**src/rtl/core/mcsw_pkg.sv**
```systemverilog
package mcsw_pkg;

    // request codes carried in req_type
    typedef enum logic [1:0] {
        REQ_START   = 2'd0,
        REQ_DONE    = 2'd1,
        REQ_TICK    = 2'd2,
        REQ_RESPAWN = 2'd3
    } req_t;

    typedef struct packed {
        logic [1:0] req_type;
        logic [3:0] client_id;
    } in_item_t;

    typedef struct packed {
        logic       restart_valid;
        logic [3:0] restart_client;
        logic       last_result;
    } out_item_t;

    // scan token control handed from cell to cell
    typedef struct packed {
        logic active;
        logic tick;
        logic found;
    } tok_t;

    // slot write command broadcast to all cells
    typedef struct packed {
        logic start;
        logic clear;
    } cmd_t;

endpackage

```
**src/rtl/core/mcsw_cell.sv**
```systemverilog
module mcsw_cell #(
    parameter int STAMP_BITS = 32,
    parameter int IDX_W      = 4
) (
    input  logic                  clk,
    input  logic                  rst_n,
    input  logic [IDX_W-1:0]      slot,
    input  mcsw_pkg::cmd_t        cmd,
    input  logic [IDX_W-1:0]      cmd_idx,
    input  logic [STAMP_BITS-1:0] cmd_stamp,
    input  logic                  advance,
    input  mcsw_pkg::tok_t        tok_in,
    input  logic [IDX_W-1:0]      tok_idx_in,
    input  logic [STAMP_BITS-1:0] tok_stamp_in,
    output mcsw_pkg::tok_t        tok_out,
    output logic [IDX_W-1:0]      tok_idx_out,
    output logic [STAMP_BITS-1:0] tok_stamp_out,
    input  logic                  above_in,
    output logic                  above_out,
    output logic                  emit,
    output logic                  emit_last
);
    import mcsw_pkg::*;

    logic                  cur_reg, cur_next;
    logic                  prev_reg, prev_next;
    logic                  sv_reg, sv_next;
    logic [STAMP_BITS-1:0] stamp_reg, stamp_next;
    tok_t                  tok_reg, tok_next;
    logic [IDX_W-1:0]      tok_idx_reg, tok_idx_next;
    logic [STAMP_BITS-1:0] tok_stamp_reg, tok_stamp_next;
    logic                  hit;
    logic                  tick_here;

    assign hit       = (cmd_idx == slot);
    assign tick_here = tok_reg.active && tok_reg.tick;
    assign emit      = tick_here && prev_reg;
    assign emit_last = !above_in;
    assign above_out = prev_reg | above_in;

    // oldest search: keep the smaller stamp, lower slot wins a tie
    always_comb
    begin
        tok_out       = tok_reg;
        tok_idx_out   = tok_idx_reg;
        tok_stamp_out = tok_stamp_reg;
        if (tok_reg.active && !tok_reg.tick && sv_reg)
        begin
            tok_out.found = 1'b1;
            if (!tok_reg.found || (stamp_reg < tok_stamp_reg))
            begin
                tok_idx_out   = slot;
                tok_stamp_out = stamp_reg;
            end
        end
    end

    always_comb
    begin
        cur_next       = cur_reg;
        prev_next      = prev_reg;
        sv_next        = sv_reg;
        stamp_next     = stamp_reg;
        tok_next       = advance ? tok_in : tok_reg;
        tok_idx_next   = advance ? tok_idx_in : tok_idx_reg;
        tok_stamp_next = advance ? tok_stamp_in : tok_stamp_reg;
        if (cmd.start && hit)
        begin
            cur_next   = 1'b1;
            sv_next    = 1'b1;
            stamp_next = cmd_stamp;
        end
        if (cmd.clear && hit)
        begin
            cur_next  = 1'b0;
            prev_next = 1'b0;
            sv_next   = 1'b0;
        end
        if (tick_here && advance)
        begin
            if (prev_reg)
            begin
                sv_next = 1'b0;
            end
            prev_next = cur_reg;
            cur_next  = 1'b0;
        end
    end

    always_ff @(posedge clk or negedge rst_n)
    begin
        if (!rst_n)
        begin
            cur_reg  <= 1'b0;
            prev_reg <= 1'b0;
            sv_reg   <= 1'b0;
            tok_reg  <= '0;
        end
        else
        begin
            cur_reg  <= cur_next;
            prev_reg <= prev_next;
            sv_reg   <= sv_next;
            tok_reg  <= tok_next;
        end
    end

    always_ff @(posedge clk)
    begin
        stamp_reg     <= stamp_next;
        tok_idx_reg   <= tok_idx_next;
        tok_stamp_reg <= tok_stamp_next;
    end

endmodule

```
**src/rtl/core/multi_client_stall_watchdog.sv**
```systemverilog
// start and done: taken in the cycle they arrive
// period tick: the token walks the cell chain, then ST_FINISH; the chain holds while an emit waits on out_ready
// respawn oldest: the token walks the chain one cell per cycle, then ST_FINISH waits on out_ready
// one request at a time; the cell chain length sets how long tick and respawn take
// reset clears all marks, stamp valid bits, the stamp counter and the output valid flag
module multi_client_stall_watchdog #(
    parameter int CLIENTS    = 16,
    parameter int STAMP_BITS = 32
) (
    input  logic                clk,
    input  logic                rst_n,
    input  logic                in_valid,
    output logic                in_ready,
    input  mcsw_pkg::in_item_t  in_data,
    output logic                out_valid,
    input  logic                out_ready,
    output mcsw_pkg::out_item_t out_data
);
    import mcsw_pkg::*;

    localparam int IDX_W = $clog2(CLIENTS);

    typedef enum logic [1:0] {
        ST_IDLE,
        ST_SCAN,
        ST_FINISH
    } state_t;

    state_t                state_reg, state_next;
    logic [STAMP_BITS-1:0] cnt_reg, cnt_next;
    logic                  out_valid_reg, out_valid_next;
    out_item_t             out_data_reg, out_data_next;
    tok_t                  fin_reg, fin_next;
    logic [IDX_W-1:0]      fin_idx_reg, fin_idx_next;

    // broadcast slot command and token launch into the head cell
    cmd_t                  cmd;
    logic [IDX_W-1:0]      cmd_idx;
    tok_t                  launch;

    // chain links: index k of the token arrays is the output of cell k-1; above_chain[k] is the output of cell k
    tok_t                  tok_chain   [1:CLIENTS];
    logic [IDX_W-1:0]      idx_chain   [1:CLIENTS];
    logic [STAMP_BITS-1:0] stamp_chain [1:CLIENTS];
    logic                  above_chain [0:CLIENTS];
    logic [CLIENTS-1:0]    emit_vec;
    logic [CLIENTS-1:0]    last_vec;

    logic                  emit_any;
    logic                  out_free;
    logic                  advance;
    logic                  cid_ok;
    logic [IDX_W-1:0]      hit_idx;
    logic                  hit_last;

    assign above_chain[CLIENTS] = 1'b0;

    genvar gi;
    generate
        for (gi = 0; gi < CLIENTS; gi++)
        begin : g_cell
            tok_t                  t_in;
            logic [IDX_W-1:0]      t_idx;
            logic [STAMP_BITS-1:0] t_stamp;

            if (gi == 0)
            begin : g_head
                assign t_in    = launch;
                assign t_idx   = '0;
                assign t_stamp = '0;
            end
            else
            begin : g_link
                assign t_in    = tok_chain[gi];
                assign t_idx   = idx_chain[gi];
                assign t_stamp = stamp_chain[gi];
            end

            mcsw_cell #(
                .STAMP_BITS (STAMP_BITS),
                .IDX_W      (IDX_W)
            ) u_cell (
                .clk           (clk),
                .rst_n         (rst_n),
                .slot          (IDX_W'(gi)),
                .cmd           (cmd),
                .cmd_idx       (cmd_idx),
                .cmd_stamp     (cnt_next),
                .advance       (advance),
                .tok_in        (t_in),
                .tok_idx_in    (t_idx),
                .tok_stamp_in  (t_stamp),
                .tok_out       (tok_chain[gi+1]),
                .tok_idx_out   (idx_chain[gi+1]),
                .tok_stamp_out (stamp_chain[gi+1]),
                .above_in      (above_chain[gi+1]),
                .above_out     (above_chain[gi]),
                .emit          (emit_vec[gi]),
                .emit_last     (last_vec[gi])
            );
        end
    endgenerate

    // a tick result is pending in some cell; the chain holds until the output frees up
    assign emit_any  = |emit_vec;
    assign out_free  = !out_valid_reg || out_ready;
    assign advance   = !(emit_any && !out_free);
    assign cid_ok    = (32'(in_data.client_id) < CLIENTS);
    assign in_ready  = (state_reg == ST_IDLE);
    assign out_valid = out_valid_reg;
    assign out_data  = out_data_reg;

    // at most one cell holds the token, so the emitting slot is an or of its index
    always_comb
    begin
        hit_idx  = '0;
        hit_last = 1'b0;
        for (int k = 0; k < CLIENTS; k++)
        begin
            if (emit_vec[k])
            begin
                hit_idx  = hit_idx | IDX_W'(k);
                hit_last = hit_last | last_vec[k];
            end
        end
    end

    always_comb
    begin
        state_next     = state_reg;
        cnt_next       = cnt_reg;
        out_valid_next = out_valid_reg;
        out_data_next  = out_data_reg;
        fin_next       = fin_reg;
        fin_idx_next   = fin_idx_reg;
        cmd            = '0;
        cmd_idx        = IDX_W'(in_data.client_id);
        launch         = '0;

        if (out_valid_reg && out_ready)
        begin
            out_valid_next = 1'b0;
        end

        unique case (state_reg)
            ST_IDLE:
            begin
                if (in_valid)
                begin
                    unique case (req_t'(in_data.req_type))
                        REQ_START:
                        begin
                            if (cid_ok)
                            begin
                                // counter wraps; the new value is the client's stamp
                                cnt_next  = cnt_reg + {{(STAMP_BITS-1){1'b0}}, 1'b1};
                                cmd.start = 1'b1;
                            end
                        end
                        REQ_DONE:
                        begin
                            if (cid_ok)
                            begin
                                cmd.clear = 1'b1;
                            end
                        end
                        REQ_TICK:
                        begin
                            launch.active = 1'b1;
                            launch.tick   = 1'b1;
                            state_next    = ST_SCAN;
                        end
                        REQ_RESPAWN:
                        begin
                            launch.active = 1'b1;
                            state_next    = ST_SCAN;
                        end
                        default:
                        begin
                            state_next = ST_IDLE;
                        end
                    endcase
                end
            end
            ST_SCAN:
            begin
                // stalled client transfer straight from the cell holding the token
                if (emit_any && out_free)
                begin
                    out_valid_next = 1'b1;
                    out_data_next  = '{restart_valid: 1'b1,
                                       restart_client: 4'(hit_idx),
                                       last_result: hit_last};
                end
                if (advance)
                begin
                    fin_next     = tok_chain[CLIENTS];
                    fin_idx_next = idx_chain[CLIENTS];
                    if (tok_chain[CLIENTS].active)
                    begin
                        state_next = ST_FINISH;
                    end
                end
            end
            ST_FINISH:
            begin
                // respawn result leaves once the token has seen every cell
                if (fin_reg.tick || !fin_reg.found)
                begin
                    fin_next   = '0;
                    state_next = ST_IDLE;
                end
                else if (out_free)
                begin
                    out_valid_next = 1'b1;
                    out_data_next  = '{restart_valid: 1'b1,
                                       restart_client: 4'(fin_idx_reg),
                                       last_result: 1'b1};
                    cmd.clear      = 1'b1;
                    cmd_idx        = fin_idx_reg;
                    fin_next       = '0;
                    state_next     = ST_IDLE;
                end
            end
            default:
            begin
                state_next = ST_IDLE;
            end
        endcase
    end

    always_ff @(posedge clk or negedge rst_n)
    begin
        if (!rst_n)
        begin
            state_reg     <= ST_IDLE;
            cnt_reg       <= '0;
            out_valid_reg <= 1'b0;
            fin_reg       <= '0;
        end
        else
        begin
            state_reg     <= state_next;
            cnt_reg       <= cnt_next;
            out_valid_reg <= out_valid_next;
            fin_reg       <= fin_next;
        end
    end

    always_ff @(posedge clk)
    begin
        out_data_reg <= out_data_next;
        fin_idx_reg  <= fin_idx_next;
    end

endmodule
```
**config.mk**
```make
export PLATFORM = sky130hd
export DESIGN_NAME = multi_client_stall_watchdog
export DESIGN_NICKNAME = d
export VERILOG_FILES = /design/src/rtl/core/mcsw_pkg.sv /design/src/rtl/core/mcsw_cell.sv /design/src/rtl/core/multi_client_stall_watchdog.sv
export SDC_FILE = /design/constraint.sdc
export NUM_CORES = 2
export LEC_CHECK = 0
export BUFFER_PORTS_ARGS = -buffer_cell sky130_fd_sc_hd__buf_2
export CAP_MARGIN = 25
export CORE_ASPECT_RATIO = 0.5
export CORE_MARGIN = 10
export CORE_UTILIZATION = 29
export DETAILED_ROUTE_END_ITERATION = 8
export PLACE_DENSITY = 0.41
export REMOVE_ABC_BUFFERS = 1
export SYNTH_ARGS = -nofsm -noshare
export SYNTH_HDL_FRONTEND = slang
export SYNTH_HIERARCHICAL = 1
export SYNTH_SLANG_ARGS = --single-unit
```
**constraint.sdc**
```tcl
create_clock -name clk -period 16.45 [get_ports clk]
set_clock_uncertainty 0.2 [all_clocks]
set_input_delay 0.8225 -clock clk [delete_from_list [all_inputs] [get_ports clk]]
set_output_delay 0.8225 -clock clk [all_outputs]
set_load 0.01 [all_outputs]
```
# [Yosys cells after proc, flatten, opt, wreduce, memory -nomap -nowiden]
# Index checks and enable logic that the tools add are counted.
[word_totals] regBits=1190 in_bits=10 wordCells=731
[classes] n_addsub=1 order_cmp=15 eq_ne=28 mux=285 n_bitwise=29 n_reduce_logical=224
[op_table] op="2-to-1 mux 32 bit" count=31
[op_table] op="less-than comparator 32 bit" count=15
[op_table] op="2-to-1 mux 1 bit" count=189
[op_table] op="2-to-1 mux 4 bit" count=39
[op_table] op="logical AND 1 bit" count=115
[op_table] op="logical NOT 1 bit" count=50
[op_table] op="nonzero test 3 bit" count=16
[op_table] op="nonzero test 2 bit" count=17
[op_table] op="adder 32 x 1 -> 32 bit (second input constant)" count=1
[op_table] op="equality test 4 bit (second input constant)" count=8
[op_table] op="2-to-1 mux 2 bit" count=14
[op_table] op="OR 1 bit" count=28
[op_table] op="2-to-1 mux 6 bit" count=3
[op_table] op="logical OR 1 bit" count=17
[op_table] op="equality test 4 x 3 -> 1 bit (second input constant)" count=4
[op_table] op="OR reduction 16 bit" count=1
[op_table] op="2-to-1 mux 3 bit" count=4
[op_table] op="inequality test 2 bit (second input constant)" count=6
[op_table] op="one-hot mux 6 bit (2 select lines)" count=1
[op_table] op="equality test 4 x 2 -> 1 bit (second input constant)" count=2
[op_table] op="equality test 2 bit (second input constant)" count=3
[op_table] op="one-hot mux 2 bit (3 select lines)" count=1
[op_table] op="AND reduction 5 bit" count=1
[op_table] op="equality test 2 x 1 -> 1 bit (second input constant)" count=2
[op_table] op="12 further kinds" count=14

# [Depth between registers and ports, before layout]
[logic_depth] word_depth=47 depth_mapped=34

# [Modules after synthesis]
# The synthesis kept the hierarchy.
[modules_own_cells] module="mcsw_cell" n_inst=16 cells_per_inst=246 area_per_inst_um2=3743.6 seq_area_each_um2=2192.1
[modules_own_cells] module="multi_client_stall_watchdog" n_inst=1 cells_per_inst=213 area_per_inst_um2=2431.1 seq_area_each_um2=1196.1

# [Worst setup path before layout]
# No wires, ideal clock.
[synth_path] kind="reg-to-reg" from="register g_cell[13].u_cell.tok_reg, in the netlist g_cell[13].u_cell/tok_out[2]" to="register g_cell[0].u_cell.tok_reg, in the netlist g_cell[0].u_cell/tok_out[1]" t_arrival_ns=14.997 required_ns=16.118 setup_slack_ns=1.121 stages_incl_launch_ff=6 n_path_buf=0 path_cell_list="dfrtp_1 -> and3_1 -> nor4_4 -> a41oi_4 -> inv_1 -> mux2_2"
[synth_via] elab_chain_len=4
[synth_rtl] element="from (decl)" line_no="mcsw_cell.sv:29" text="tok_t tok_reg, tok_next;"
[synth_rtl] element="from (signal assigned)" line_no="mcsw_cell.sv:104" text="tok_reg <= tok_next;"
[synth_rtl] element="logical AND 1 bit" line_no="mcsw_cell.sv:36" text="assign tick_here = tok_reg.active && tok_reg.tick;"
[synth_rtl] element="logical AND 1 bit" line_no="mcsw_cell.sv:37" text="assign emit = tick_here && prev_reg;"
[synth_rtl] element="named net emit_vec[13]" line_no="multi_client_stall_watchdog.sv:46" text="logic [CLIENTS-1:0] emit_vec;"
[synth_rtl] element="OR reduction 16 bit" line_no="multi_client_stall_watchdog.sv:105" text="assign emit_any = |emit_vec;"
[synth_rtl] element="logical AND 1 bit" line_no="multi_client_stall_watchdog.sv:107" text="assign advance = !(emit_any && !out_free);"
[synth_rtl] element="to (signal assigned)" line_no="mcsw_cell.sv:104"
[synth_rtl] element="to (decl)" line_no="mcsw_cell.sv:29"
# The timed path passes the listed nets, and every way through them passes these cells.
# A chain may end at the register's enable or synchronous reset.

# [Worst setup path after layout]
[layout_path] from="register g_cell[0].u_cell.tok_reg, in the netlist g_cell[0].u_cell/tok_out[2]" to="register g_cell[2].u_cell/tok_reg[0] in the netlist's numbering"
[layout_via] elab_chain_len=4
[layout_rtl] element="logical AND 1 bit" line_no="mcsw_cell.sv:36"
[layout_rtl] element="logical AND 1 bit" line_no="mcsw_cell.sv:37"
[layout_rtl] element="named net emit_vec[0]" line_no="multi_client_stall_watchdog.sv:46"
[layout_rtl] element="OR reduction 16 bit" line_no="multi_client_stall_watchdog.sv:105"
[layout_rtl] element="logical AND 1 bit" line_no="multi_client_stall_watchdog.sv:107"
[layout_rtl] element="to (signal assigned)" line_no="mcsw_cell.sv:104"
[layout_rtl] element="to (decl)" line_no="mcsw_cell.sv:29"
# The timed path passes the listed nets, and every way through them passes these cells.

==> metrics <==
Top Ports 18; Root Driver clkbuf_16; vias in the first global route ~35k; final hold violations 0; Num CTS Buffers roughly 140; Initial Utilization 29.3%; die span in y about 350 um; setup_tns 0 ns; layout cells sized above 1 20.8%; total number of vias 33.0k; initial DRC count 1890; first drt pass iteration count 5; Tot Pwr 10.1 mW; WP data required 16.91 ns; DRC viols 0; initial antenna violation count 14; Rows 119; Multi-input gate area 23100 um^2; placed cell count about 7.1k; Top Metal Used met4; pwr dens 144 nW/um^2; Final period util 25.9%; H-tree levels 4; first-pass GRT wire length 226000 um; Die X 673 um; Max clock buf depth 4; minimum clock period after layout 4.26 ns; startpoint type of the worst setup path flip-flop; RSZ-0062 raised after global routing no; Post-Syn Area 61800 um^2; later-pin clock latency in the skew report between 0.7 and 0.8 ns; die footprint ~230000 um^2; fin cells about 7.4k; met1 WL 72400 um; register area 36300 um^2; largest fanout on the critical path roughly 150; via/cell ratio about 4.5; wire length per cell 20.6 um; Setup Viol. Count Final 0; synth warn 6; post-route ant nets 0; fin util 33.2%; filler instances 20.6k; gr usage total 12.8%; Highest Clock Rate approximately 230 MHz; max-slew violation count 0; critical path data arrival time 4.72 ns; number of max-cap violations 0; Final nets roughly 4.9k; CTS clock-pin slew for the worst setup and hold paths 0.06 ns; Critical Path End Type flip-flop; Avg Inst Size Synth between 15 and 20 um^2; Least-Margin Pin Slew 1.11 ns; largest net degree at the start of global routing between 150 and 200; CTS tree done; WL met3 5860 um; CP Class flip-flop to flip-flop; Buffers on Ports 16; dpl hpwl 104000 um; Core Footprint 211000 um^2; status complete, no violations; Cells after Synth 4113; VDD IR max 74.5 uV; final WL 152000 um; total gr overflow 0; Hold Crit Class flip-flop to flip-flop; RePlAce Congestion 0.777; Rel. slew slack 26.3%; met2 wire length 69100 um; leakage power about 31 nW; synthesis-to-layout area growth 13.3%; Sink Count 1230
critical path, cell delays in order (launching register included):
cell and delay [ns]:
dfrtp_1 0.44, and3_1 0.25, nor4_2 0.47, a41oi_4 0.26, inv_8 0.72, buf_12 0.68, buf_4 0.33, buf_16 0.30
mux2_2 0.38
where the power goes:
group | internal, mW | leakage [nW] | switching, mW
logic | 1.21 | 15.3 | 1.08
clock network | 1.79 | 2.12 | 1.27
registers | 4.27 | 13.7 | 0.449
worst paths after layout:
path | endpoint | slack (ns) | start | depth (start not counted)
max | g_cell[2].u_cell/tok_reg[0] | 12.19 | g_cell[0].u_cell/tok_out[2] | 8
min | g_cell[6].u_cell/sv_reg | 0.27 | g_cell[6].u_cell/prev_reg | 1
max reg2reg | g_cell[2].u_cell/tok_reg[0] | 12.19 | g_cell[0].u_cell/tok_out[2] | 8
min reg2reg | g_cell[6].u_cell/sv_reg | 0.27 | g_cell[6].u_cell/prev_reg | 1
max in group asynchronous | g_cell[11].u_cell/tok_reg[0] | 14.04 | rst_n | 3
min in group asynchronous | g_cell[0].u_cell/tok_reg[0] | 0.49 | rst_n | 2
cells in the final DEF, fill, tap and decap left out, drive strengths merged, types with 18 or more instances in the layout:
master and instances:
inv 538, clkbuf 192, and4 18, o21a 20, nand2 75, buf 88, conb 167, o21ai 48
a31oi 33, and2 37, a21o 64, nor2 74, edfxtp 1097, dfrtp 133, xnor2 28, o31ai 32
mux2 599, nand3 98, nor4 28, and3 52, xor2 67, clkinv 38, nand4 128, nor3 35
a211oi 48, ha 501, a21oi 147
layer usage:
layer,vias to the layer above,global-route usage (%)
li1,15800,-
met1,16500,17.5
met2,458,20.8
met3,226,2.12
met4,0,3.74
met5,-,0
repair_timing:
action	CTS	global route
gates resized for setup	0	0
hold endpoints to repair	71	0
buffers inserted	0	0
hold buffers	1	0
metrics by stage:
stage / setup WS, ns / area, um^2 / hold slack [ns]
finish: 12.19 / 70000 / 0.272
global route: 11.88 / 70000 / 0.287
CTS: 11.72 / 69900 / 0.223
detailed placement: 11.72 / 65600 / 0.267
global placement: 11.82 / 65500 / 0.252
floorplan: 1.12 / 61100 / 0.239
cell type report:
| cell class | count | area share, % |
|---|---|---|
| clock buffers | 192 | 5.54 |
| inverters | 537 | 2.89 |
| clock inverters | 48 | 0.642 |
| well taps | 2843 | 5.08 |
| multi-input cells | 2415 | 32.9 |
| flip-flops and latches | 1230 | 51.8 |
| diodes | 6 | 0.0215 |
| repair buffers | 89 | 1.07 |
(Power assumes the default switching activity.)
